[config.mk]
export PLATFORM = sky130hd
export DESIGN_NAME = fotsw_job_queue
export DESIGN_NICKNAME = d
export VERILOG_FILES = /design/src/hw/rtl/fotsw_pkg.sv /design/src/hw/rtl/fotsw_job_queue.sv
export SDC_FILE = /design/constraint.sdc
export NUM_CORES = 1
export LEC_CHECK = 0
export ABC_AREA = 1
export BUFFER_PORTS_ARGS = -buffer_cell sky130_fd_sc_hd__buf_2
export CORE_MARGIN = 1.5
export CORE_UTILIZATION = 35
export DETAILED_ROUTE_END_ITERATION = 6
export PLACE_DENSITY = 0.63
export SYNTH_ARGS = -nofsm -noshare
export SYNTH_HDL_FRONTEND = slang
export SYNTH_SLANG_ARGS = --single-unit
[constraint.sdc]
create_clock -name clock -period 6.8 [get_ports clock]
set_input_delay 1.02 -clock clock [delete_from_list [all_inputs] [get_ports clock]]
set_output_delay 1.02 -clock clock [all_outputs]
set_load 0.01 [all_outputs]
[src/hw/rtl/fotsw_pkg.sv]
`timescale 1ns / 1ps

package fotsw_pkg;

   localparam int NUM_DIRECT        = 8;
   localparam int ENTRIES_PER_TABLE = 32;
   localparam int SECTOR_BYTES      = 128;
   localparam int NUM_SECTORS       = 1024;

   localparam int MODE_W = 2;
   localparam int SLOT_W = 4;
   localparam int SEC_W  = 10;
   localparam int ENT_W  = 5;
   localparam int OFF_W  = 18;
   localparam int LVL_W  = 2;

   localparam int HDR_DEPTH   = NUM_DIRECT + 2;
   localparam int HDR_W       = $clog2(HDR_DEPTH);
   localparam int SINGLE_SLOT = NUM_DIRECT;
   localparam int DOUBLE_SLOT = NUM_DIRECT + 1;

   localparam int SEC_IDX_W   = $clog2(NUM_SECTORS);
   localparam int ENT_IDX_W   = $clog2(ENTRIES_PER_TABLE);
   localparam int ADDR_W      = SEC_IDX_W + ENT_IDX_W;
   localparam int STORE_DEPTH = NUM_SECTORS * ENTRIES_PER_TABLE;

   localparam int SB_SHIFT   = $clog2(SECTOR_BYTES);
   localparam int SPAN_SHIFT = SB_SHIFT + ENT_IDX_W;

   localparam int DIRECT_SZ = NUM_DIRECT * SECTOR_BYTES;
   localparam int SINGLE_SZ = DIRECT_SZ + ENTRIES_PER_TABLE * SECTOR_BYTES;
   localparam int DOUBLE_SZ = SINGLE_SZ
                              + ENTRIES_PER_TABLE * ENTRIES_PER_TABLE * SECTOR_BYTES;

   localparam logic [MODE_W-1:0] MODE_HDR_WR = 2'd0;
   localparam logic [MODE_W-1:0] MODE_IDX_WR = 2'd1;
   localparam logic [MODE_W-1:0] MODE_XLATE  = 2'd2;

   localparam logic [LVL_W-1:0] LVL_DIRECT = 2'd0;
   localparam logic [LVL_W-1:0] LVL_SINGLE = 2'd1;
   localparam logic [LVL_W-1:0] LVL_DOUBLE = 2'd2;

   localparam int JOBQ_DEPTH = 4;
   localparam int JOBQ_PTR_W = $clog2(JOBQ_DEPTH);
   localparam int RSPQ_DEPTH = 4;
   localparam int RSPQ_PTR_W = $clog2(RSPQ_DEPTH);

   typedef enum logic [1:0] {
      OP_WRITE,
      OP_DIRECT,
      OP_SINGLE,
      OP_DOUBLE
   } op_type;

   typedef struct packed {
      op_type                 op;
      logic [LVL_W-1:0]       level;
      logic                   oor;
      logic [ADDR_W-1:0]      addr;
      logic [ENT_IDX_W-1:0]   inner;
      logic [SEC_W-1:0]       data;
   } job_type;

   typedef struct packed {
      logic [SEC_W-1:0] sector;
      logic [LVL_W-1:0] level;
      logic             oor;
   } rsp_type;

endpackage

[src/hw/rtl/fotsw_job_queue.sv]
`timescale 1ns / 1ps

module fotsw_job_queue (
   input  logic               clock,
   input  logic               reset,
   input  logic               push,
   input  fotsw_pkg::job_type push_job,
   output logic               full,
   input  logic               pop,
   output logic               head_valid,
   output fotsw_pkg::job_type head_job
);
   import fotsw_pkg::*;

   job_type               slot_ff [JOBQ_DEPTH];
   logic [JOBQ_PTR_W-1:0] wr_ptr_ff;
   logic [JOBQ_PTR_W-1:0] wr_ptr_in;
   logic [JOBQ_PTR_W-1:0] rd_ptr_ff;
   logic [JOBQ_PTR_W-1:0] rd_ptr_in;
   logic [JOBQ_PTR_W:0]   count_ff;
   logic [JOBQ_PTR_W:0]   count_in;
   logic                  do_push;
   logic                  do_pop;

   assign full       = (32'(count_ff) == JOBQ_DEPTH);
   assign head_valid = (count_ff != '0);
   assign head_job   = slot_ff[rd_ptr_ff];
   assign do_push    = push & ~full;
   assign do_pop     = pop & head_valid;

   always_comb begin
      wr_ptr_in = do_push ? wr_ptr_ff + 1'b1 : wr_ptr_ff;
      rd_ptr_in = do_pop ? rd_ptr_ff + 1'b1 : rd_ptr_ff;
      count_in  = count_ff;
      if (do_push & ~do_pop) begin
         count_in = count_ff + 1'b1;
      end else if (do_pop & ~do_push) begin
         count_in = count_ff - 1'b1;
      end
   end

   always_ff @(posedge clock) begin
      if (reset) begin
         wr_ptr_ff <= '0;
         rd_ptr_ff <= '0;
         count_ff  <= '0;
      end else begin
         wr_ptr_ff <= wr_ptr_in;
         rd_ptr_ff <= rd_ptr_in;
         count_ff  <= count_in;
      end
   end

   always_ff @(posedge clock) begin
      if (do_push) begin
         slot_ff[wr_ptr_ff] <= push_job;
      end
   end

endmodule

==> summary.txt, run 1 <==
GRT
  • First-pass GRT wire length: around 18,000 um
  • Vias in the first global route: between 3,000 and 4,000
  • GRT Util Overall: between 10% and 20%
  • Initial antenna violation count: 1
  • Largest net degree at the start of global routing: 71
  • Total gr overflow: 0

Synth
  • Synthesized area: 0.00567 mm2
  • Most common cell in the netlist: edfxtp_1
  • Post-synth EDFFs: between 100 and 150
  • Post-synth top area cell: edfxtp_1
  • Seq/Total Area, Yosys: between 70% and 80%
  • Yosys reg bits: 149
  • Yosys cell types: 20
  • Ys Warns: 0
  • Syn avg cell area: approximately 14 um2
  • Commonest cells post-synth: edfxtp_1 (140), nor2_1 (83), o21ai_0 (50), o22ai_1 (35), o21ai_1 (21)
  • Main synth FF type: edfxtp_1
  • FFs w/ async S/R, synth: 0%
  • Synth Instances: a little over 400
  • Area fraction of the dominant cell type after synthesis: roughly 74%
  • Top post-synthesis cells by area: edfxtp_1 (74%), nor2_1 (5.5%), o21ai_0 (4.4%)
  • Post-synthesis net count: between 400 and 500

Timing
  • Fmax: around 290 MHz
  • Fin. max-slew vios: 0
  • Worst-Margin Slew: between 1 and 1.5 ns
  • Fin worst setup slack: about 3.3 ns
  • Final period utilization: between 50% and 60%
  • Fin crit period: approximately 3.5 ns
  • Slew headroom: about 23%
  • Final Hold Vio Count: 0
  • Clock skew: between 0.005 and 0.006 ns
  • RSZ-0062 raised after global routing: false
  • Setup violators final: 0
  • TNS Setup: 0 ns

Finish
  • Register area: about 0.0044 mm2
  • Fillers: between 1,000 and 1,500
  • Layout Nets: between 500 and 600
  • Layout cells sized above 1: about 23%
  • Layout area overhead: 20.7%
  • Footprint of the multi-input gates: ~0.0011 mm2

Power
  • Combinational fraction of design power: between 20 and 25%
  • Seq pwr share: between 40 and 50%
  • Tot Pwr: about 0.0027 W
  • Power per standard cell area: about 390 mW/mm2
  • Leak Pwr: approximately 2.4 nW
  • Switching share of total power: ~29%
  • Power share of the clock group: around a third
  • Cell Int Power: roughly 0.0019 W
  • Sw Pwr: just under 0.0008 W
  • VDD IR max: 0.000170 V

CTS
  • CTS H-Tree Depth: 4
  • CTS Hold Bufs: 0
  • Clk sinks: about 150
  • Worst-path clk slew: 0.06 ns
  • Clock Tree Buf Depth: 2
  • Clock Latency Late Sink: around 0.4 ns
  • Clock root cell: clkbuf_16
  • CTS buffer count: 17
  • TritonCTS clock tree: built
  • Cts repair resizes: 0
  • Setup Fix Bufs, Post-CTS: 0

Die
  • Starting density of the core: approximately 36%
  • Num rows: between 40 and 50
  • Core area: approximately 0.016 mm2
  • Die area: ~0.017 mm2
  • Die W: roughly 130 um
  • Die extent in y: approximately 130 um
  • I/O Pins: 76

Detailed routing
  • DR DRC count: 0
  • First-pass DRT Iterations: 4
  • Final WL: approximately 12,000 um
  • Routed Antenna Nets: 0
  • Initial DRC count: approximately 220
  • Wire per inst: roughly 17 um
  • Via count: 3,487
  • Vias per cell: just under 5

Worst setup path
  • Delay-heaviest family, CP: buffers and inverters
  • Worst-path cell chain: buf_4, inv_4, o21ai_0, o22ai_1, buf_2
  • Startpoint Class: flop
  • Required time of the worst setup path: roughly 5.8 ns
  • Worst path arrival time: about 2.5 ns
  • Worst-path maximum fanout: 70
  • CP bufs+invs: 3
  • CP max stage cell: buf_4
  • Max stage delay on crit path: 0.54 ns
  • Crit end category: output pin
  • Crit Path Class: reg2out

Worst hold path
  • Min-delay worst type: reg2reg

Flow run
  • Max-cap violations: 0

Placed design
  • Count of input and output buffers: 75
  • Pre-CTS setup slack: roughly 3.7 ns
  • Gpl congestion: ~0.72
  • Dpl hpwl: roughly 7000 um

Outcome
  • Status: finished, final reports clean
[flip-flops by register name, summed over array words and instances, names as in the netlist, named ones only]
| register | cells |
|---|---|
| slot_ff | 140 |
| count_ff | 3 |
| rd_ptr_ff | 2 |
| wr_ptr_ff | 2 |
[kinds of logic (layout without fill, tap and decap cells)]
logic type	after synthesis	in the layout	synth area share [%]
adder cells (fa/ha/maj)	6	6	1.46
flip-flops	149	149	77.4
AO/OA/AOI/OAI	109	109	10.4
AND/OR/NAND/NOR	104	104	7.13
other	0	1	0
buffers and inverters	38	128	3.47
XOR/XNOR	1	1	0.155
[cells in the final DEF (no fill, tap or decap)]
master and count:
inv_4 1, o21ai_0 50, clkinvlp_4 1, clkinv_2 4
clkbuf_16 17, a21oi_1 3, nor2_4 4, fa_1 1
clkinv_1 4, inv_2 1, nor2_1 79, o21ai_1 21
bufinv_16 4, inv_1 15, nand2_2 1, o22ai_1 35
buf_2 75, buf_4 4, ha_1 5, nor2_2 1
nand3b_1 1, xor2_1 1, clkbuf_1 2, dfxtp_1 8
nand3_1 4, edfxtp_1 140, dfxtp_2 1, diode_2 1
nand2_1 14
[final timing paths]
path | startpoint | to | slack [ns] | cells past startpoint
worst max-delay path | flop | head_job[24] | 3.32 | 5
worst min-delay path | rd_ptr_ff[0] | rd_ptr_ff[0] | 0.51 | 2
worst max register to register | count_ff[0] | slot_ff[0][23] | 4.68 | 4
worst min register to register | rd_ptr_ff[0] | rd_ptr_ff[0] | 0.51 | 2
[power groups by stage]
stage	clock, W	combinational, W	sequential [W]
after floorplan	0	0.000389	0.00116
after global placement	0	0.000590	0.00117
after detailed placement	0	0.000608	0.00118
after CTS	0.000956	0.000612	0.00116
after global routing	0.000999	0.000669	0.00117
final	0.000939	0.000595	0.00116
[cell type report]
cell class | count | share of cell area, %
Timing Repair Buffer | 79 | 5.93
Clock inverter | 13 | 2.38
Multi-Input combinational cell | 220 | 16.3
Clock buffer | 19 | 6.33
Inverter | 17 | 0.969
Sequential cell | 149 | 64.1
Antenna cell | 1 | 0.0366
Tap cell | 216 | 3.95
[stage by stage]
stage / hold WS (ns) / util [%] / instance area (um2) / instances
final: 0.510 / 43.2 / 6840 / 714
after global routing: 0.534 / 43.2 / 6840 / 713
after CTS: 0.510 / 43.2 / 6840 / 713
after detailed placement: 0.500 / 39.4 / 6240 / 681
after global placement: 0.484 / 39.4 / 6240 / 681
after floorplan: 0.459 / - / 5670 / 407
[routing by layer]
layer	up-vias	track usage (%)	part of all wire [%]	wire length, um
li1	1654	-	-	-
met1	1745	18.3	44	5200
met2	75	25.1	50	6000
met3	13	4.26	4.8	567
met4	0	6.21	1.2	148
met5	-	0	0	0
[tightest hold or removal path: stages (launching register included)]
cell     delay (ns)
dfxtp_1        0.32
nand2_1        0.08
a21oi_1        0.06
Note: power is estimated with default switching activity, not from simulation.
==> run 2, diff against run 1 <==
Settings changed: ABC_AREA 1 to 0, PLACE_DENSITY 0.63 to 0.65.
Clock period 6.8 ns to 2.9 ns, I/O delays scaled along.
==> summary.txt, run 2 <==
Synth
  • Syn avg cell area: 24.0 um2
  • Synthesized area: between 0.005 and 0.006 mm2
  • Seq/Total Area, Yosys: about four fifths
  • Yosys cell types: 23
  • Synth Instances: 231
  • Yosys reg bits: ~150
  • Ys Warns: 0
  • FFs w/ async S/R, synth: 0%
  • Most common cell in the netlist: edfxtp_1
  • Post-synth top area cell: edfxtp_1
  • Main synth FF type: edfxtp_1
  • Area fraction of the dominant cell type after synthesis: about three quarters
  • Top post-synthesis cells by area: edfxtp_1 (76%), mux4_2 (14%), dfxtp_1 (3.2%)
  • Commonest cells post-synth: edfxtp_1 (140), mux4_2 (35), dfxtp_1 (9), ha_1 (5), nor2_1 (5)
  • Post-synth EDFFs: 140
  • Post-synthesis net count: 276

CTS
  • Worst-path clk slew: roughly 0.060 ns
  • Clock root cell: clkbuf_16
  • Clk sinks: around 150
  • CTS Hold Bufs: 0
  • Setup Fix Bufs, Post-CTS: 0
  • Cts repair resizes: 0
  • TritonCTS clock tree: built
  • CTS H-Tree Depth: 4
  • Clock Tree Buf Depth: 2
  • Clock Latency Late Sink: 0.41 ns
  • CTS buffer count: 17

Finish
  • Max reg flops: between 100 and 150
  • Most common cell after layout, fill and taps aside: edfxtp_1
  • Fin area: approximately 0.007 mm2
  • Fin util: between 40% and 50%
  • Leading cell types in the layout, fill and taps excluded: edfxtp_1 (140), buf_2 (75), mux4_2 (35)
  • Layout cells sized above 1: a little under half
  • Largest registers: slot_ff (140), count_ff (3)
  • Most flop-heavy register: slot_ff
  • Layout Nets: between 300 and 400
  • Layout area overhead: 22.8%
  • ANT cells: 0

Detailed routing
  • Via count: 2,553
  • Routed Antenna Nets: 0
  • Vias per cell: roughly 4.7
  • Wire per inst: approximately 18 um
  • Initial DRC count: around 170
  • DR DRC count: 0
  • Final WL: 9750 um
  • First-pass DRT Iterations: 4

Worst setup path
  • CP endpoint: head_job[29]
  • Crit end category: output pin
  • Crit Path Class: reg2out
  • Worst-path cell chain: buf_4, mux4_2, buf_2
  • Reg2reg setup slack: about 0.76 ns
  • Worst path arrival time: ~1.9 ns
  • Reg-to-Reg Start: count_ff[0]
  • Delay-heaviest family, CP: multiplexers
  • Max stage delay on crit path: about 0.60 ns
  • CP max stage cell: mux4_2
  • Startpoint Class: flop
  • Worst-path maximum fanout: 24
  • Worst reg-to-reg path cell count: 8
  • Number of stages on the worst setup path: 3
  • CP bufs+invs: 2
  • Required time of the worst setup path: about 2.5 ns
  • Worst R2R End: count_ff[2]

Timing
  • Fin crit period: around 2.4 ns
  • Fin worst setup slack: approximately 0.53 ns
  • Setup violators final: 0
  • Fin. max-slew vios: 0
  • Worst-Margin Slew: between 0.6 and 0.7 ns
  • Final period utilization: 81.6%
  • Clock skew: between 0.008 and 0.009 ns
  • TNS Setup: 0 ns
  • Fmax: between 400 and 500 MHz
  • Slew headroom: 56.7%
  • Final Hold Vio Count: 0
  • RSZ-0062 raised after global routing: false

Die
  • I/O Pins: 76
  • Core area: about 0.015 mm2
  • Num rows: between 40 and 50
  • Die W: between 100 and 150 um
  • Starting density of the core: a little over a third
  • Die area: about 0.017 mm2
  • Die extent in y: between 100 and 150 um

Power
  • Switching share of total power: 24.4%
  • VDD IR max: 0.000393 V
  • Power per standard cell area: roughly 920 mW/mm2
  • Combinational fraction of design power: between 20% and 30%
  • Leak Pwr: approximately 2.3 nW
  • Sw Pwr: about 0.0015 W
  • Cell Int Power: between 0.004 and 0.005 W
  • Seq pwr share: a little over two fifths
  • Power share of the clock group: between 30% and 40%

GRT
  • Initial antenna violation count: 1
  • Total gr overflow: 0
  • Vias in the first global route: between 2,000 and 3,000
  • Largest net degree at the start of global routing: 31
  • GRT Util Overall: around an eighth
  • First-pass GRT wire length: 15,100 um

Placed design
  • Pre-CTS setup slack: 0.755 ns
  • Dpl hpwl: between 5000 and 6000 um
  • Gpl congestion: just under 0.7
  • Count of input and output buffers: 75
  • Dpl cell area: 0.00620 mm2

Outcome
  • Status: finished, final reports clean

Worst hold path
  • Min-delay worst type: in2reg

Flow run
  • Max-cap violations: 0
-- run 2: power groups by stage --
stage	logic, W	clock network, W	registers [W]
2_1_floorplan	0.000962	0	0.00269
3_3_place_gp	0.00134	0	0.00271
3_5_place_dp	0.00135	0	0.00273
4_1_cts	0.00136	0.00234	0.00269
5_1_grt	0.00144	0.00243	0.00271
6_report	0.00131	0.00230	0.00268
-- run 2: per-layer routing --
metal / global-route usage (%) / up-vias / wire (um) / share of wire (%)
met1: 15.9 / 1313 / 4100 / 42
met2: 20.7 / 73 / 4930 / 51
met5: 0 / - / 17 / 0.17
met3: 5.11 / 15 / 574 / 5.9
li1: - / 1150 / - / -
met4: 4.96 / 2 / 125 / 1.3
-- run 2: how the worst min path moves through the flow --
stage,startpoint,cells past startpoint,slack (ns),to
2_1_floorplan,wr_ptr_ff[1],2,0.48,wr_ptr_ff[1]
3_3_place_gp,wr_ptr_ff[1],2,0.50,wr_ptr_ff[1]
3_5_place_dp,rd_ptr_ff[1],2,0.51,flop
4_1_cts,push_job[25],1,0.21,slot_ff[3][25]
5_1_grt,push_job[28],1,0.22,slot_ff[2][28]
6_report,push_job[1],1,0.24,slot_ff[0][1]
-- run 2: layout make-up --
| cell class | instances | area (um2) |
|---|---|---|
| Multi-Input combinational cell | 69 | 1070 |
| Clock inverter | 12 | 185 |
| Fill cell | 1322 | 8550 |
| Clock buffer | 19 | 433 |
| Inverter | 4 | 15.0 |
| Tap cell | 211 | 264 |
| Timing Repair Buffer | 83 | 473 |
| Sequential cell | 149 | 4390 |
-- run 2: through the flow --
step	hold WS [ns]	power [W]	instances
after global placement	0.498	0.00405	516
after CTS	0.212	0.00639	547
after global routing	0.217	0.00658	547
after floorplan	0.482	0.00365	231
after detailed placement	0.512	0.00408	516
final	0.237	0.00629	547
-- run 2: cell families (layout without fill, tap and decap cells) --
family                     after synthesis  in the layout  synth area share [%]
AOI/OAI and AO/OA                        6              6                 0.743
xor gates and xnor gates                 4              4                 0.631
adders and majority gates                6              6                  1.49
buffers and inverters                   13            118                  1.98
DFF                                    149            149                  78.9
muxes                                   37             37                  14.5
and+or+nand+nor                         16             16                  1.69
