==> src/hw/rtl/fotsw_pkg.sv <==
`timescale 1ns / 1ps

package fotsw_pkg;

   localparam int NUM_DIRECT        = 8;
   localparam int ENTRIES_PER_TABLE = 32;
   localparam int SECTOR_BYTES      = 128;
   localparam int NUM_SECTORS       = 1024;

   localparam int MODE_W = 2;
   localparam int SLOT_W = 4;
   localparam int SEC_W  = 10;
   localparam int ENT_W  = 5;
   localparam int OFF_W  = 18;
   localparam int LVL_W  = 2;

   localparam int HDR_DEPTH   = NUM_DIRECT + 2;
   localparam int HDR_W       = $clog2(HDR_DEPTH);
   localparam int SINGLE_SLOT = NUM_DIRECT;
   localparam int DOUBLE_SLOT = NUM_DIRECT + 1;

   localparam int SEC_IDX_W   = $clog2(NUM_SECTORS);
   localparam int ENT_IDX_W   = $clog2(ENTRIES_PER_TABLE);
   localparam int ADDR_W      = SEC_IDX_W + ENT_IDX_W;
   localparam int STORE_DEPTH = NUM_SECTORS * ENTRIES_PER_TABLE;

   localparam int SB_SHIFT   = $clog2(SECTOR_BYTES);
   localparam int SPAN_SHIFT = SB_SHIFT + ENT_IDX_W;

   localparam int DIRECT_SZ = NUM_DIRECT * SECTOR_BYTES;
   localparam int SINGLE_SZ = DIRECT_SZ + ENTRIES_PER_TABLE * SECTOR_BYTES;
   localparam int DOUBLE_SZ = SINGLE_SZ
                              + ENTRIES_PER_TABLE * ENTRIES_PER_TABLE * SECTOR_BYTES;

   localparam logic [MODE_W-1:0] MODE_HDR_WR = 2'd0;
   localparam logic [MODE_W-1:0] MODE_IDX_WR = 2'd1;
   localparam logic [MODE_W-1:0] MODE_XLATE  = 2'd2;

   localparam logic [LVL_W-1:0] LVL_DIRECT = 2'd0;
   localparam logic [LVL_W-1:0] LVL_SINGLE = 2'd1;
   localparam logic [LVL_W-1:0] LVL_DOUBLE = 2'd2;

   localparam int JOBQ_DEPTH = 4;
   localparam int JOBQ_PTR_W = $clog2(JOBQ_DEPTH);
   localparam int RSPQ_DEPTH = 4;
   localparam int RSPQ_PTR_W = $clog2(RSPQ_DEPTH);

   typedef enum logic [1:0] {
      OP_WRITE,
      OP_DIRECT,
      OP_SINGLE,
      OP_DOUBLE
   } op_type;

   typedef struct packed {
      op_type                 op;
      logic [LVL_W-1:0]       level;
      logic                   oor;
      logic [ADDR_W-1:0]      addr;
      logic [ENT_IDX_W-1:0]   inner;
      logic [SEC_W-1:0]       data;
   } job_type;

   typedef struct packed {
      logic [SEC_W-1:0] sector;
      logic [LVL_W-1:0] level;
      logic             oor;
   } rsp_type;

endpackage

==> src/hw/rtl/fotsw_front.sv <==
`timescale 1ns / 1ps

module fotsw_front (
   input  logic                          clock,
   input  logic                          req_push,
   output logic                          req_full,
   input  logic [fotsw_pkg::MODE_W-1:0]  req_mode,
   input  logic [fotsw_pkg::SLOT_W-1:0]  req_header_slot,
   input  logic [fotsw_pkg::SEC_W-1:0]   req_table_sector,
   input  logic [fotsw_pkg::ENT_W-1:0]   req_table_entry,
   input  logic [fotsw_pkg::SEC_W-1:0]   req_sector_value,
   input  logic [fotsw_pkg::OFF_W-1:0]   req_byte_offset,
   input  logic                          jobq_full,
   output logic                          jobq_push,
   output fotsw_pkg::job_type            jobq_job
);
   import fotsw_pkg::*;

   logic [SEC_W-1:0]     hdr_ff [HDR_DEPTH];
   logic                 accept;
   logic [OFF_W-1:0]     rel_single;
   logic [OFF_W-1:0]     rel_double;
   logic [HDR_W-1:0]     dir_idx;
   logic [ENT_IDX_W-1:0] sgl_idx;
   logic [ENT_IDX_W-1:0] dbl_outer;
   logic [ENT_IDX_W-1:0] dbl_inner;
   logic [SEC_W-1:0]     sgl_ptr;
   logic [SEC_W-1:0]     dbl_ptr;
   logic                 hdr_we;

   assign req_full = jobq_full;
   assign accept   = req_push & ~jobq_full;

   assign rel_single = req_byte_offset - OFF_W'(DIRECT_SZ);
   assign rel_double = req_byte_offset - OFF_W'(SINGLE_SZ);
   assign dir_idx    = HDR_W'(req_byte_offset >> SB_SHIFT);
   assign sgl_idx    = ENT_IDX_W'(rel_single >> SB_SHIFT);
   assign dbl_outer  = ENT_IDX_W'(rel_double >> SPAN_SHIFT);
   assign dbl_inner  = ENT_IDX_W'(rel_double >> SB_SHIFT);
   assign sgl_ptr    = hdr_ff[SINGLE_SLOT];
   assign dbl_ptr    = hdr_ff[DOUBLE_SLOT];

   assign hdr_we = accept & (req_mode == MODE_HDR_WR) & (32'(req_header_slot) < HDR_DEPTH);

   always_ff @(posedge clock) begin
      if (hdr_we) begin
         hdr_ff[HDR_W'(req_header_slot)] <= req_sector_value;
      end
   end

   always_comb begin
      jobq_push      = 1'b0;
      jobq_job.op    = OP_DIRECT;
      jobq_job.level = LVL_DIRECT;
      jobq_job.oor   = 1'b0;
      jobq_job.addr  = '0;
      jobq_job.inner = '0;
      jobq_job.data  = '0;
      case (req_mode)
         MODE_IDX_WR: begin
            jobq_push = accept & (32'(req_table_sector) < NUM_SECTORS)
                        & (32'(req_table_entry) < ENTRIES_PER_TABLE);
            jobq_job.op   = OP_WRITE;
            jobq_job.addr = {req_table_sector[SEC_IDX_W-1:0],
                             req_table_entry[ENT_IDX_W-1:0]};
            jobq_job.data = req_sector_value;
         end
         MODE_XLATE: begin
            jobq_push = accept;
            if (32'(req_byte_offset) < DIRECT_SZ) begin
               jobq_job.data = hdr_ff[dir_idx];
            end else if (32'(req_byte_offset) < SINGLE_SZ) begin
               jobq_job.level = LVL_SINGLE;
               if (32'(sgl_ptr) < NUM_SECTORS) begin
                  jobq_job.op   = OP_SINGLE;
                  jobq_job.addr = {sgl_ptr[SEC_IDX_W-1:0], sgl_idx};
               end
            end else if (32'(req_byte_offset) < DOUBLE_SZ) begin
               jobq_job.level = LVL_DOUBLE;
               jobq_job.inner = dbl_inner;
               if (32'(dbl_ptr) < NUM_SECTORS) begin
                  jobq_job.op   = OP_DOUBLE;
                  jobq_job.addr = {dbl_ptr[SEC_IDX_W-1:0], dbl_outer};
               end
            end else begin
               jobq_job.oor = 1'b1;
            end
         end
         default: begin
            jobq_push = 1'b0;
         end
      endcase
   end

endmodule

==> config.mk <==
export PLATFORM = sky130hd
export DESIGN_NAME = fotsw_front
export DESIGN_NICKNAME = d
export VERILOG_FILES = /design/src/hw/rtl/fotsw_pkg.sv /design/src/hw/rtl/fotsw_front.sv
export SDC_FILE = /design/constraint.sdc
export NUM_CORES = 1
export LEC_CHECK = 0
export BUFFER_PORTS_ARGS = -buffer_cell sky130_fd_sc_hd__buf_2
export CORE_MARGIN = 3
export CORE_UTILIZATION = 50
export DETAILED_ROUTE_END_ITERATION = 10
export HOLD_SLACK_MARGIN = 0.03
export MAX_ROUTING_LAYER = met4
export PLACE_DENSITY = 0.76
export SLEW_MARGIN = 15
export SYNTH_ARGS = -nofsm -noshare
export SYNTH_HDL_FRONTEND = slang
export SYNTH_SLANG_ARGS = --single-unit
==> constraint.sdc <==
create_clock -name clock -period 2 [get_ports clock]
set_input_delay 0.2 -clock clock [delete_from_list [all_inputs] [get_ports clock]]
set_output_delay 0.2 -clock clock [all_outputs]
set_load 0.005 [all_outputs]
==> impl_metrics.toml, run 1 <==
[critical_path]
worst_setup_path_start_kind = "input pin"
crit_chain = "buf_6 -> or4_4 -> or3_4 -> buf_6 -> nand4_1 -> a21oi_1 -> buf_2"
critPathSlowestCell = "or4_4"
cpMostUsedCell = "buf_6"
max_stage_delay_ps = 580
cp_max_fo = 10
critical_path_class = "input pin to primary output"
arrival_ps = 1780
worstSetupEndpointType = "primary output"
cp.required_ps = 1800

[timing]
setup_viol = 0
max_slew_margin = 0.725
min_period_ps = 1980
fin_tns_setup_ps = 0
fin_crit_sh = 0.991
final-max-slew-violation-count = 0
fin_ws_ps = 18.9
tightest_slew_ps = 413
fmax_mhz = 505
rsz0062_at_grt = "yes"
hold_viol = 0

[routing]
via_count = 3369
via_per_inst = 6.26
antenna_left = 0
drt_wl_total_mm = 11.9
dr.pass1.iters = 5
wire_per_inst_um = 22.1
drt_first_iter_violations = 260
drc_errors = 0

[floorplan]
die-area_sq_mm = 0.0106
ios = 89
core-area_sq_mm = 0.00893
fp-row-count = 34
die_w_um = 103
die_h_um = 103
start_util = 0.526

[clock_tree]
cts_sinks = 100
clk_pin_slew_ps = 100
cts_tree = "built"
htreeDepth = 3
numCtsBuffers = 9
clock_path_buffers = 2
cts-root-buf = "clkbuf_8"
cts_hold_buffers = 0

[power]
vdd_drop_max_uv = 561
total_power_mw = 3.93
cellPowerDensity_mw_per_mm2 = 679
leakage_nw = 2.09

[synth]
syn-cell-area_sq_mm = 0.00470
synthFlopType = "edfxtp_1"
synth_area_leaders = "edfxtp_1 64%, mux4_2 9.6%, a21oi_1 2.5%"
synth_seq_cells = 100
synthArstFlopShare = 0
syn_inst = 314
synth_edf_count = 100
synthesis.nets = 370
synth.distinct_cells = 43
yosysTopAreaCell = "edfxtp_1"
synth_warnings = 0
synth_top_area_frac = 0.639
syn_avg_cell_area_sq_um = 15.0
ys_seq_area_frac = 0.639

[outcome]
outcome = "complete, no violations"

[global_routing]
grt_pass1_wl_mm = 18.0
grt_pass1_vias = 3307
grt_max_degree = 24
antenna_found_initial = 0
overflow = 0
grt_use_total = 0.241

[job]
drv_cap = 0

[final_layout]
insertedDiodeCount = 0
fill_cells = 674
drive_gt1_frac = 0.442
area_delta_synth_final_pct = 23.2
regMostFlops = "hdr_ff"
final_net_count = 481
largest_register_ff_count = 100
reg.largest.list = "hdr_ff (100)"
utilization = 0.648

[placed_design]
dpl.hpwl_mm = 8.14
dp_slack_ps = -241
place.gp.congestion = 0.883
port_buffers = 81

[min_path]
hold-path-cell-count = 1
hp-class = "input pin to register"
==> metrics by stage <==
step | std cells | instance area, sq um | hold slack (ps)
floorplan | 314 | 4700 | 299
global placement | 522 | 5500 | 512
detailed placement | 522 | 5500 | 539
CTS | 538 | 5740 | 146
global route | 538 | 5790 | 168
finish | 538 | 5790 | 173
==> cells by family (layout without fill, tap and decap cells) <==
group / after synthesis / after routing / share of synthesized area
buffers and inverters: 31 / 147 / 0.0280
multiplexers: 40 / 40 / 0.141
XOR/XNOR: 1 / 1 / 0.00187
adder cells (fa/ha/maj): 4 / 4 / 0.0107
AO/OA/AOI/OAI: 67 / 67 / 0.0946
flip-flops: 100 / 100 / 0.639
AND/OR/NAND/NOR: 71 / 71 / 0.0844
==> synth_stat cells (2+ instances only) <==
library cell and n:
mux2_2 10, o21ai_0 2, nand3b_1 2, buf_4 2, a31oi_1 2, mux2i_1 10, a221oi_1 10, inv_1 6
mux4_2 20, ha_1 4, edfxtp_1 100, o21ai_1 10, and3_1 2, buf_1 2, clkbuf_1 14, nor2_1 13
a32oi_1 13, or3_1 2, a21oi_1 23, buf_2 6, nand4_1 11, nor2b_1 2, nor3_1 6, nand2_1 14
o22ai_1 2, and2_1 6, nand2b_1 4
==> cell type report <==
type	instances	area [sq um]	area share
timing repair buffer	124	786	0.136
tap	108	135	0.0234
clock inverter	6	52.6	0.00908
inverter	7	26.3	0.00454
sequential	100	3000	0.519
clock buffer	10	128	0.0221
multi-input combinational	183	1660	0.286
==> final timing paths <==
kind / startpoint / slack (ps) / to
setup / recovery: req_byte_offset[13] / 20 / jobq_job[28]
hold / removal: req_sector_value[8] / 170 / hdr_ff[8][8]
==> critical path: cells and delay by family <==
family,cells,cell delay [ps]
and+or+nand+nor,3,1100
buffers and inverters,3,390
AOI/OAI and AO/OA,1,80
==> per-layer routing <==
metal  vias up  wire (um)  GRT usage
met5         -          0          -
met3        31        979     0.0460
met2       178       5920      0.382
met1      1665       4700      0.317
li1       1495          -          -
met4         0        290     0.0777
==> layout by cell type (no fill, tap or decap), types with 3 or more instances in the layout <==
cell / netlist / final
nor2_1: 13 / 13
inv_6: 0 / 4
a221oi_2: 0 / 10
and2_1: 6 / 6
buf_2: 6 / 79
a21oi_1: 23 / 22
nand2_1: 14 / 14
ha_1: 4 / 4
nor3_1: 6 / 6
buf_6: 0 / 4
nand4_1: 11 / 11
mux4_2: 20 / 20
mux2_2: 10 / 10
buf_4: 2 / 38
buf_12: 0 / 3
clkbuf_8: 0 / 9
a32oi_1: 13 / 13
o21ai_2: 1 / 3
nand2b_1: 4 / 4
inv_1: 6 / 6
o21ai_1: 10 / 8
edfxtp_1: 100 / 100
mux2i_1: 10 / 10
==> power by group <==
part | total (mW) | switching [mW] | internal, mW
Combinational | 0.450 | 0.254 | 0.196
Sequential | 2.31 | 0.00194 | 2.31
Clock | 1.17 | 0.695 | 0.475
Total | 3.93 | 0.950 | 2.98
==> repair_timing <==
action,CTS,global route
endpoints found under the setup margin,31,20
gates resized for setup,12,8
setup buffers,0,0
pin swaps,4,2
(Power assumes the default switching activity.)
==> run 2: changes to the inputs <==
--- a/config.mk
+++ b/config.mk
@@ -6,12 +6,14 @@
 export NUM_CORES = 1
 export LEC_CHECK = 0
 export BUFFER_PORTS_ARGS = -buffer_cell sky130_fd_sc_hd__buf_2
+export CELL_PAD_IN_SITES_DETAIL_PLACEMENT = 0
+export CELL_PAD_IN_SITES_GLOBAL_PLACEMENT = 1
 export CORE_MARGIN = 3
-export CORE_UTILIZATION = 50
+export CORE_UTILIZATION = 41
 export DETAILED_ROUTE_END_ITERATION = 10
 export HOLD_SLACK_MARGIN = 0.03
 export MAX_ROUTING_LAYER = met4
-export PLACE_DENSITY = 0.76
+export PLACE_DENSITY_LB_ADDON = 0.1
 export SLEW_MARGIN = 15
 export SYNTH_ARGS = -nofsm -noshare
 export SYNTH_HDL_FRONTEND = slang
==> run 2 against run 1 <==
The flow now finishes with violations (negative setup slack). Via count shrank 5.0%. Highest routed layer unchanged. Flip-flop and latch count stayed put. Largest power group unchanged. Cell count increased by 5.9%. Utilization decreased by 10 points. Sequential share of layout area is 1.9 points lower. Routed wire length rose by 1.1%. Non-clock buffer count is 1 higher. Sequential power hardly changed. Die area rose by 21%.
==> impl_metrics.toml, run 2 (synthesis gave the netlist of run 1 again) <==
[outcome]
outcome = "complete, but fails checks"
failed_checks = "negative setup slack"

[floorplan]
fp-row-count = 38
die-area_sq_mm = 0.0128
die_w_um = 113
start_util = 0.426
core-area_sq_mm = 0.0110
ios = 89
die_h_um = 113

[critical_path]
worst_setup_path_start_kind = "input pin"
critPathSlowestCell = "or4_4"
worstSetupEndpointType = "primary output"
max_stage_delay_ps = 570
critical_path_class = "input pin to primary output"
cp.required_ps = 1800
crit_chain = "buf_6 -> or4_4 -> nor4_4 -> buf_6 -> o21ai_1 -> a221oi_2 -> buf_2"
cp_max_fo = 5
cpMostUsedCell = "buf_6"
arrival_ps = 1840

[timing]
rsz0062_at_grt = "yes"
fin_ws_ps = -40.5
fin_crit_sh = 1.02
fmax_mhz = 490
hold_viol = 0
setup_viol = 4
final-max-slew-violation-count = 0
min_period_ps = 2040
tightest_slew_ps = 668
fin_tns_setup_ps = -82.8
max_slew_margin = 0.554

[global_routing]
grt_max_degree = 37
grt_pass1_wl_mm = 17.9
overflow = 0
antenna_found_initial = 0
grt_use_total = 0.191
grt_pass1_vias = 3173

[final_layout]
register_area_sq_mm = 0.00300
mostFrequentLayoutCell = "edfxtp_1"
final_cell_mix = "100 x edfxtp_1, 79 x buf_2, 31 x buf_4, 22 x a21oi_1, 20 x mux4_2"
multi_input_area_sq_mm = 0.00170
area_delta_synth_final_pct = 28.0
fill_cells = 935
final_net_count = 482
final_cell_count_no_fill = 570
largest_register_ff_count = 100
regMostFlops = "hdr_ff"
insertedDiodeCount = 0
reg.largest.list = "hdr_ff (100)"
drive_gt1_frac = 0.456

[clock_tree]
cts_tree = "built"
cts_sinks = 100
clk_pin_slew_ps = 70
htreeDepth = 3
cts-root-buf = "clkbuf_16"
cts_hold_buffers = 0
numCtsBuffers = 9
clock_path_buffers = 2

[power]
leakage_nw = 2.14
comb_power_share = 0.108
cellPowerDensity_mw_per_mm2 = 726
p_sw_mw = 0.999
internal_power_mw = 3.37
switching_share = 0.229
seqPwrFrac = 0.530
clkPwrFrac = 0.362
vdd_drop_max_uv = 490

[min_path]
hp-start = "req_sector_value[7]"
hold-path-endpoint = "hdr_ff[9][7]"
hold-path-cell-count = 1
hp-class = "input pin to register"

[placed_design]
port_buffers = 81
dpl.hpwl_mm = 8.19
place.gp.congestion = 0.810
place_inst = 550

[routing]
drt_first_iter_violations = 261
via_per_inst = 5.61
drt_wl_total_mm = 12.0
drc_errors = 0
antenna_left = 0
wire_per_inst_um = 21.1
dr.pass1.iters = 4
via_count = 3200

[job]
drv_cap = 0
[run 2: cell types whose count changed in the layout (fill, tap and decap cells not counted), moves of 2 or more]
cell | before | now
buf_4 | 38 | 31
buf_6 | 4 | 11
clkbuf_16 | 0 | 9
clkbuf_8 | 9 | 0
clkinv_4 | 2 | 0
clkinvlp_4 | 0 | 4
inv_6 | 4 | 1
o21ai_1 | 8 | 5
o21ai_4 | 0 | 2
[run 2: worst max-delay path by stage]
stage / start / slack [ps] / to
finish: req_byte_offset[13] / -40 / jobq_job[8]
global route: req_byte_offset[13] / -100 / jobq_job[8]
CTS: req_byte_offset[16] / -0.8 / jobq_job[6]
detailed placement: req_byte_offset[16] / -160 / jobq_job[8]
global placement: req_byte_offset[16] / -140 / jobq_job[8]
floorplan: req_byte_offset[10] / 10 / jobq_job[22]
[run 2: critical path: cells and delay by family]
kind	cells	cell delay (ps)
AOI/OAI and AO/OA	2	360
buffers and inverters	3	440
and+or+nand+nor	2	830
[run 2: routing by layer]
metal	GRT usage	vias up	routed length, um
li1	-	1500	-
met1	0.253	1604	5300
met2	0.313	86	5970
met3	0.0294	10	640
met4	0.0457	0	111
met5	-	-	0
[run 2: area by class of cell]
type / count / area share
sequential: 100 / 0.499
multi-input combinational: 183 / 0.282
timing repair buffer: 125 / 0.138
clock buffer: 9 / 0.0375
tap: 140 / 0.0291
clock inverter: 6 / 0.00832
inverter: 7 / 0.00479
[run 2: repair_timing]
item | in CTS | in global routing
endpoints found under the hold margin | 0 | 0
buffers inserted | 0 | 2
gates cloned | 0 | 3
gates resized for setup | 14 | 25
pin swaps | 0 | 10
endpoints found under the setup margin | 32 | 27
[run 2: stage by stage]
step           area [sq um]   util  worst slack [ps]  total power, mW  hold WS [ps]
6_report               6010  0.545             -40.5             4.36           212
5_1_grt                6010  0.545             -99.2             4.52           227
4_1_cts                5880  0.533            -0.754             4.38           215
3_5_place_dp           5520  0.501              -157             2.79           564
3_3_place_gp           5520  0.501              -138             2.79           549
2_1_floorplan          4700      -              11.2             2.57           299
[run 2: power by group through the flow]
| stage | clock, mW | combinational (mW) | sequential [mW] |
|---|---|---|---|
| 2_1_floorplan | 0 | 0.212 | 2.36 |
| 3_3_place_gp | 0 | 0.432 | 2.36 |
| 3_5_place_dp | 0 | 0.436 | 2.36 |
| 4_1_cts | 1.61 | 0.453 | 2.31 |
| 5_1_grt | 1.69 | 0.515 | 2.31 |
| 6_report | 1.58 | 0.473 | 2.31 |
==> run 3: changes to the inputs <==
--- a/config.mk
+++ b/config.mk
@@ -11,9 +11,11 @@
 export CORE_MARGIN = 3
 export CORE_UTILIZATION = 41
 export DETAILED_ROUTE_END_ITERATION = 10
+export GPL_TIMING_DRIVEN = 0
 export HOLD_SLACK_MARGIN = 0.03
 export MAX_ROUTING_LAYER = met4
 export PLACE_DENSITY_LB_ADDON = 0.1
+export SETUP_SLACK_MARGIN = 0.15
 export SLEW_MARGIN = 15
 export SYNTH_ARGS = -nofsm -noshare
 export SYNTH_HDL_FRONTEND = slang
==> run 3 against run 2 <==
Power is 1.6% higher. Highest routed layer unchanged. Clock power is 3% higher. Non-clock buffer count is 2 lower. The run still ends with negative setup slack left.
==> impl_metrics.toml, run 3 (synthesis gave the netlist of run 1 again) <==
[timing]
max_slew_margin = 0.320
fmax_mhz = 497
tightest_slew_ps = 1020
fin_ws_ps = -11.9
final-max-slew-violation-count = 0
fin_crit_sh = 1.01
min_period_ps = 2010
hold_viol = 0
rsz0062_at_grt = "yes"
setup_viol = 6
whs_ps = 206

[final_layout]
regMostFlops = "hdr_ff"
design_area_sq_mm = 0.00608
drive_gt1_frac = 0.491
area_delta_synth_final_pct = 29.5
final_cell_count_no_fill = 568
largest_register_ff_count = 100
insertedDiodeCount = 0
final_net_count = 480
mostFrequentLayoutCell = "edfxtp_1"
final_cell_mix = "100 x edfxtp_1, 76 x buf_2, 20 x mux4_2"
reg.largest.list = "hdr_ff (100)"
utilization = 0.552

[critical_path]
crit_chain = "buf_6 -> or4_4 -> buf_6 -> nor4_4 -> buf_6 -> o21ai_1 -> a221oi_2 -> buf_2"
crit_family = "simple AND/OR/NAND/NOR gates"
arrival_ps = 1810
cp.required_ps = 1800
worst_setup_path_start_kind = "input pin"
worstSetupEndpointType = "primary output"
critPathSlowestCell = "or4_4"
critical_path_class = "input pin to primary output"
cp.buffers_inverters = 4
cpMostUsedCell = "buf_6"
cp_max_fo = 10
max_stage_delay_ps = 520

[routing]
antenna_left = 0
wire_per_inst_um = 21.7
via_per_inst = 5.76
drt_wl_total_mm = 12.3
drt_first_iter_violations = 245
via_count = 3271
drc_errors = 0
dr.pass1.iters = 6

[global_routing]
grt_max_degree = 19
grt_use_total = 0.203
grt_pass1_vias = 3330
antenna_found_initial = 0
grt_pass1_wl_mm = 19.0
overflow = 0

[floorplan]
ios = 89
die_h_um = 113
start_util = 0.426
die_w_um = 113
die-area_sq_mm = 0.0128
core-area_sq_mm = 0.0110
fp-row-count = 38

[outcome]
failed_checks = "negative setup slack"
outcome = "complete, but fails checks"

[clock_tree]
clk_pin_slew_ps = 70
htreeDepth = 3
cts_sinks = 100
cts_tree = "built"
cts-root-buf = "clkbuf_16"
cts_hold_buffers = 0
clock_path_buffers = 2
numCtsBuffers = 9

[placed_design]
place_inst = 537
port_buffers = 79
place.gp.congestion = 0.799
dpl.hpwl_mm = 8.41
placed_cell_area_sq_mm = 0.00534

[power]
leakage_nw = 2.15
cellPowerDensity_mw_per_mm2 = 728
vdd_drop_max_uv = 581

[min_path]
hp-class = "input pin to register"

[job]
drv_cap = 0
## run 3: changes by cell type in the layout (fill, tap and decap cells not counted), sizes merged
| cell | delta |
|---|---|
| clkdlybuf4s15 | +1 |
| clkinv | +3 |
| buf | -17 |
| clkinvlp | -4 |
| clkbuf | +14 |
| inv | +1 |
## run 3: layer usage
metal  vias up  routed length [um]  global-route usage
li1       1496                   -                   -
met1      1662                5490               0.275
met2       100                6120               0.320
met3        13                 546              0.0385
met4         0                 172              0.0505
met5         -                   0                   -
## run 3: what timing repair did
action	4_1_cts	5_1_grt
gates cloned	3	0
buffers inserted	9	4
resized for setup	65	24
pin swaps	11	5
endpoints found under the setup margin	35	36
## run 3: worst paths after layout
check	from	end	slack, ps	depth (start not counted)
setup / recovery	req_byte_offset[16]	jobq_job[5]	-10	8
hold / removal	req_sector_value[8]	hdr_ff[6][8]	210	1
## run 3: layout make-up
type,count,area [sq um]
inverter,7,26.3
clock inverter,6,55.1
clock buffer,9,225
buffer,24,201
tap,140,175
fill,947,4950
multi-input combinational,183,1800
sequential,100,3000
timing repair buffer,99,599
## run 3: per-stage QoR
stage                     TNS [ps]  total power, mW  worst slack, ps
after global routing          -687             4.60            -64.0
final                        -36.0             4.43            -11.9
after detailed placement    -12350             2.76             -510
after floorplan                  0             2.57              172
after CTS                    -5.39             4.43            -3.13
after global placement      -33960             2.75             -685
## run 3: where the power goes
part           switching (mW)  internal (mW)  leakage (nW)
registers             0.00179           2.31         0.899
logic                   0.280          0.213          1.11
clock network           0.767          0.861         0.138
total                    1.05           3.38          2.15
